--- src/sv/bamp_pkg.sv ---
// Package for the byte-addressed memory port.
// Holds the size constants, field codes and the payload and control struct types.
// No dependencies.
package bamp_pkg;

   localparam int MEM_BYTES = 65536;
   localparam int ADDR_W    = $clog2(MEM_BYTES);
   localparam int SIZE_W    = ADDR_W + 1;
   localparam int CSR_IDX_W = 1;
   localparam int CSR_DATA_W = SIZE_W;

   localparam logic FUNC_READ  = 1'b0;
   localparam logic FUNC_WRITE = 1'b1;

   localparam logic [1:0] ACC_BYTE = 2'd0;
   localparam logic [1:0] ACC_HALF = 2'd1;
   localparam logic [1:0] ACC_WORD = 2'd2;
   localparam logic [1:0] ACC_RSVD = 2'd3;

   localparam logic STATUS_OK    = 1'b0;
   localparam logic STATUS_RANGE = 1'b1;

   localparam logic [CSR_IDX_W-1:0] CSR_BIG_ENDIAN = 1'b0;
   localparam logic [CSR_IDX_W-1:0] CSR_SIZE       = 1'b1;

   typedef struct packed {
      logic        func;
      logic [1:0]  access_size;
      logic [31:0] address;
      logic [31:0] write_data;
   } req_type;

   typedef struct packed {
      logic [31:0] read_data;
      logic        status;
   } rsp_type;

   // Commands from the controller to the datapath.
   typedef struct packed {
      logic load;
      logic check;
      logic issue;
   } ctrl_cmd_type;

   // Status from the datapath to the controller.
   typedef struct packed {
      logic range_err;
      logic last_lane;
   } dp_stat_type;

endpackage

--- src/sv/bamp_ctrl.sv ---
// Controller state machine of the byte-addressed memory port.
// Sequences check, byte accesses and response; depends on bamp_pkg.
module bamp_ctrl
   import bamp_pkg::*;
(
   input  logic         clock,
   input  logic         reset,
   input  logic         start,
   output logic         busy,
   output logic         rsp_valid,
   output ctrl_cmd_type cmd,
   input  dp_stat_type  stat
);

   typedef enum logic [4:0] {
      ST_IDLE   = 5'b00001,
      ST_CHECK  = 5'b00010,
      ST_ACCESS = 5'b00100,
      ST_DRAIN  = 5'b01000,
      ST_RESP   = 5'b10000
   } state_type;

   state_type state_ff, state_in;
   logic      accept;

   assign busy      = !(state_ff == ST_IDLE || state_ff == ST_RESP);
   assign accept    = start && !busy;
   assign rsp_valid = (state_ff == ST_RESP);

   always_comb begin
      cmd       = '0;
      cmd.load  = accept;
      cmd.check = (state_ff == ST_CHECK);
      cmd.issue = (state_ff == ST_ACCESS);
   end

   always_comb begin
      state_in = state_ff;
      unique case (state_ff)
         ST_IDLE: begin
            if (accept) state_in = ST_CHECK;
         end
         ST_CHECK: begin
            state_in = stat.range_err ? ST_RESP : ST_ACCESS;
         end
         ST_ACCESS: begin
            if (stat.last_lane) state_in = ST_DRAIN;
         end
         // The last read byte sits in the memory output register now and is written into the result register.
         ST_DRAIN: begin
            state_in = ST_RESP;
         end
         ST_RESP: begin
            state_in = accept ? ST_CHECK : ST_IDLE;
         end
         default: begin
            state_in = ST_IDLE;
         end
      endcase
   end

   always_ff @(posedge clock) begin
      if (reset) begin
         state_ff <= ST_IDLE;
      end else begin
         state_ff <= state_in;
      end
   end

   a_accept_check: assert property (@(posedge clock) disable iff (reset)
      accept |=> state_ff == ST_CHECK)
      else $error("accepted item did not enter the check state");

   a_resp_single: assert property (@(posedge clock) disable iff (reset)
      rsp_valid |=> !rsp_valid)
      else $error("response strobe held longer than one cycle");

endmodule

--- config.mk ---
export PLATFORM = sky130hd
export DESIGN_NAME = bamp_ctrl
export DESIGN_NICKNAME = d
export VERILOG_FILES = /design/src/sv/bamp_pkg.sv /design/src/sv/bamp_ctrl.sv
export SDC_FILE = /design/constraint.sdc
export NUM_CORES = 1
export LEC_CHECK = 0
export ABC_CLOCK_PERIOD_IN_PS = 1200
export BUFFER_PORTS_ARGS = -buffer_cell sky130_fd_sc_hd__buf_4
export CORE_AREA = 2 2 39 41
export CTS_BUF_LIST = sky130_fd_sc_hd__clkbuf_8
export DETAILED_ROUTE_END_ITERATION = 10
export DIE_AREA = 0 0 41 43
export GPL_TIMING_DRIVEN = 0
export PLACE_DENSITY_LB_ADDON = 0.12
export SETUP_SLACK_MARGIN = 0.2
export SLEW_MARGIN = 20
export SYNTH_ARGS = -nofsm -noshare
export SYNTH_HDL_FRONTEND = slang
export SYNTH_SLANG_ARGS = --single-unit
--- constraint.sdc ---
create_clock -name clock -period 1.2 [get_ports clock]
set_input_delay 0.06 -clock clock [delete_from_list [all_inputs] [get_ports clock]]
set_output_delay 0.06 -clock clock [all_outputs]
set_load 0.01 [all_outputs]
[Word level (Yosys, flattened, before mapping)]
Cells that the tools add are included.
Cells by class
  equality and inequality tests: 7
  multiplexer cells: 5
  reduce and logical (&&, ||, !) cells: 4
Operators by type and width (number)
  5-bit one-hot mux with 5 select lines: 1
  5-bit two-way mux: 3
  5-bit by 1-bit == test with 1-bit output (second input constant): 1
  5-bit by 2-bit == test with 1-bit output (second input constant): 1
  5-bit by 3-bit == test with 1-bit output (second input constant): 1
  5-bit by 4-bit == test with 1-bit output (second input constant): 1
  5-bit == test (second input constant): 1
  2-bit two-way mux: 1
  2-bit by 1-bit != test with 1-bit output (second input constant): 1
  2-bit != test (second input constant): 1
  2-bit AND reduction: 1
  1-bit logical AND: 1
  1-bit zero test: 1
  1-bit logical OR: 1
Word-level totals
  register bits: 5
  input port bits: 5

[Longest topological paths before layout]
  depth after elaboration: 5
  mapped depth: 3
  gate-level depth less buffers: 3

[Least setup slack after synthesis]
OpenSTA, ideal clock, no wires.
  path kind: reg2reg
  from: register state_ff[1]
  to: register state_ff[3]
  data arrival time: 1.160 ns
  path slack: -0.045 ns
  cell stages (with the launch flop): 4
  buffers on the path: 0
  clock period less this slack: 1.245 ns
  path through: dfxtp_1 -> or3_1 -> o32a_1 -> a211oi_1
Between the ends
  word-level cells in the longest chain between the ends: 5
  elaborated cells on any way between the ends: 11
  those cells by class: eq/ne (7); mux (1); reduce/logical (3)
Ends and longest elaborated chain
  from (decl): RTL line bamp_ctrl.sv:23  | state_type state_ff, state_in;
  from (signal assigned): RTL line bamp_ctrl.sv:66  | state_ff <= state_in;
  5-bit by 1-bit == test with 1-bit output / 5-bit == test (equally long branches): RTL line bamp_ctrl.sv:26, bamp_ctrl.sv:39
  1-bit logical OR: RTL line bamp_ctrl.sv:26  | assign busy = !(state_ff == ST_IDLE || state_ff == ST_RESP);
  1-bit logical AND: RTL line bamp_ctrl.sv:27  | assign accept = start && !busy;
  2-bit != test (no line)
  2-bit AND reduction (no line)
Parallel ways exist; a longest one is shown, timed or not.
A chain may end at the register's enable or synchronous reset.

[Worst setup path in the final report]
  from: register state_ff[2]
  to: register state_ff[3]
The elaborated chain is that of the path after synthesis.

==> flow_summary.yaml <==
grt:
  use_met1_pct: 13.8
  top_usage_layer: "met2"
  grt_util_met2_pct: 14.4
  grt_antenna_before_repair: 0
  gr-total-overflow: 0
  grt_pass1_wl_mm: 1.27
  grt_use_met3_pct: 4.71
  grtUsageTotal_pct: 11.9
  grt_pass1_vias: 301
  grt_max_degree: 8
die:
  io_pins: 10
  dieArea_um2: 1760
  core_um2: 1380
  start_util_pct: 22.0
  row_count: 14
  chipHeight_um: 43
  die_w_um: 41
min_path:
  hp-class: "input pin to flip-flop"
  min_from: "reset"
layout:
  largest_reg_flops: 5
  regMostFlops: "state_ff"
  largestRegisters: "state_ff (5)"
  nFillCells: 161
  diodes: 0
  drive_gt1_share_pct: 50.0
  finalNetCount: 58
  fin_cells: 68
  synthToLayoutAreaGrowth_pct: 58.8
worst_setup_path:
  critPathArrivalTime_ns: 1.39
  path_cells: "or3_4 > o32a_1 > a211oi_2"
  critPathKind: "flip-flop to flip-flop"
  required_ns: 1.33
  crit-reg2reg-launch: "state_ff[2]$_SDFFE_PP0P_"
  crit_path_top_delay_cell: "or3_4"
  path_max_fanout: 6
  start_kind: "flip-flop"
  cp_top_family: "compound AO/OA/AOI/OAI gates"
  cp-end-kind: "flip-flop"
  crit_path_max_incr_delay_ns: 0.39
  cp-startpoint: "state_ff[2]$_SDFFE_PP0P_"
  crit_buf_inv: 0
timing:
  worst_pin_slew_ns: 0.253
  max_freq_ghz: 0.799
  clock_skew_ns: 0.00198
  slew_violations: 0
  hold_viol: 0
  fin_crit_sh_pct: 104
  setup_ws_ns: -0.0515
  rsz0062_at_grt: "true"
  max_slew_margin_pct: 83.0
  setup-violations-final: 5
  min_period_ns: 1.25
cts:
  cts_sinks: 5
  cts-buffers-inserted: 3
  path_clk_slew_ns: 0.04
  clk_latency_ns: 0.22
  cts_max_path_buffers: 2
  cts_tree: "built"
  cts_root_buf: "clkbuf_8"
  cts-hold-fix-buffers: 0
  htree_num_levels: 1
yosys:
  async_flop_share_pct: 0
  syn_nets: 43
  synth_largest_area_cell: "dfxtp_1"
  syn_inst: 38
  synth.avg_cell_area_um2: 8.00
  synth_edf_count: 0
  ys.flop_type: "dfxtp_1"
  ys_warn_count: 0
  netlist_area_um2: 304
  synth_seq_cells: 5
  synth_area_leaders: "dfxtp_1 33%, nand2b_1 6.2%, nor2_1 6.2%"
  yosysSeqAreaShare_pct: 32.9
  netlist_top_cells_count: "5 x dfxtp_1, 5 x nor2_1, 3 x nand2b_1, 3 x nor2b_1"
  yosysTopAreaCellShare_pct: 32.9
  synth.distinct_cells: 20
power_and_ir_drop:
  p_per_area_nw_per_um2: 1290
  internal_power_mw: 0.468
  p_sw_mw: 0.153
  p_seq_share_pct: 30.8
  power_frac_comb_pct: 20.5
  p_sw_share_pct: 24.6
  p_leak_nw: 0.195
  vdd.ir_drop.worst_mv: 0.385
  power_frac_clock_pct: 48.7
  finalPower_mw: 0.621
routing:
  ant_nets: 0
  wl_per_cell_um: 12.4
  vias_per_cell: 4.91
  drt_iter0_markers: 5
  drc: 0
  dr.pass1.iters: 4
  routed_wl_um: 841
  route.vias.total: 334
placement:
  gp_congestion: 0.753
  dp_hpwl_um: 591
  pre_cts_ws_ns: -0.0735
  port_buffers: 9
  place_inst: 63
run:
  cap_viol_max_count: 0
outcome:
  status: "finished with violations"
  failed_checks: "setup timing"
## cell type report
type	instances	area (um2)	area share (%)
sequential	5	109	22.5
tap	16	20.0	4.15
clock buffer	3	41.3	8.55
inverter	1	3.75	0.777
timing repair buffer	10	75.1	15.5
buffer	1	7.51	1.55
multi-input combinational	31	223	46.1
clock inverter	1	3.75	0.777
## final timing paths
| path | endpoint | slack [ns] | cells past startpoint |
|---|---|---|---|
| worst max-delay path | state_ff[3]$_SDFFE_PP0P_ | -0.05 | 3 |
| worst min-delay path | state_ff[3]$_SDFFE_PP0P_ | 0.06 | 2 |
| worst max register to register | state_ff[3]$_SDFFE_PP0P_ | -0.05 | 3 |
| worst min register to register | state_ff[4]$_SDFFE_PP0P_ | 0.51 | 2 |
## cell families (layout without fill, tap and decap cells)
group	count (synthesis)	in the layout	synth area share, %
AND/OR/NAND/NOR	22	22	40.3
AO/OA/AOI/OAI	8	8	20.2
flip-flops	5	5	32.9
buffers and inverters	2	16	3.70
XOR/XNOR	1	1	2.88
## placed cells by master, fill, tap and decap left out, drive strengths merged, types with 2 or more instances in the layout
cell type	n
buf	11
nor2	5
dfxtp	5
nand2b	3
clkbuf	3
nor2b	3
or3	2
inv	2
nand3	2
and3	2
a211oi	2
a21oi	2
nor3	2
## timing repair
item	in CTS	in global routing
resized for setup	6	3
setup endpoints to repair	8	8
pin swaps	4	2
setup buffers	1	0
## layer usage
layer | up-vias | routed length [um]
met1 | 153 | 367
li1 | 165 | -
met5 | - | 0
met4 | 0 | 31
met2 | 12 | 383
met3 | 4 | 57
## power groups by stage
stage | Clock [mW] | Sequential, mW | Combinational [mW]
detailed placement | 0 | 0.192 | 0.114
floorplan | 0 | 0.188 | 0.0732
global route | 0.322 | 0.194 | 0.139
finish | 0.302 | 0.191 | 0.127
CTS | 0.310 | 0.192 | 0.127
global placement | 0 | 0.192 | 0.113
## stage by stage
stage	instance area (um2)	setup TNS, ns	hold slack (ns)	util, %
detailed placement	404	-0.0735	0.283	29.2
CTS	475	-0.217	0.0564	34.4
global placement	404	-0.0649	0.282	29.2
floorplan	317	0	0.129	-
finish	483	-0.178	0.0598	34.9
global route	483	-0.377	0.0664	34.9
Power figures use the tool's default switching activity.
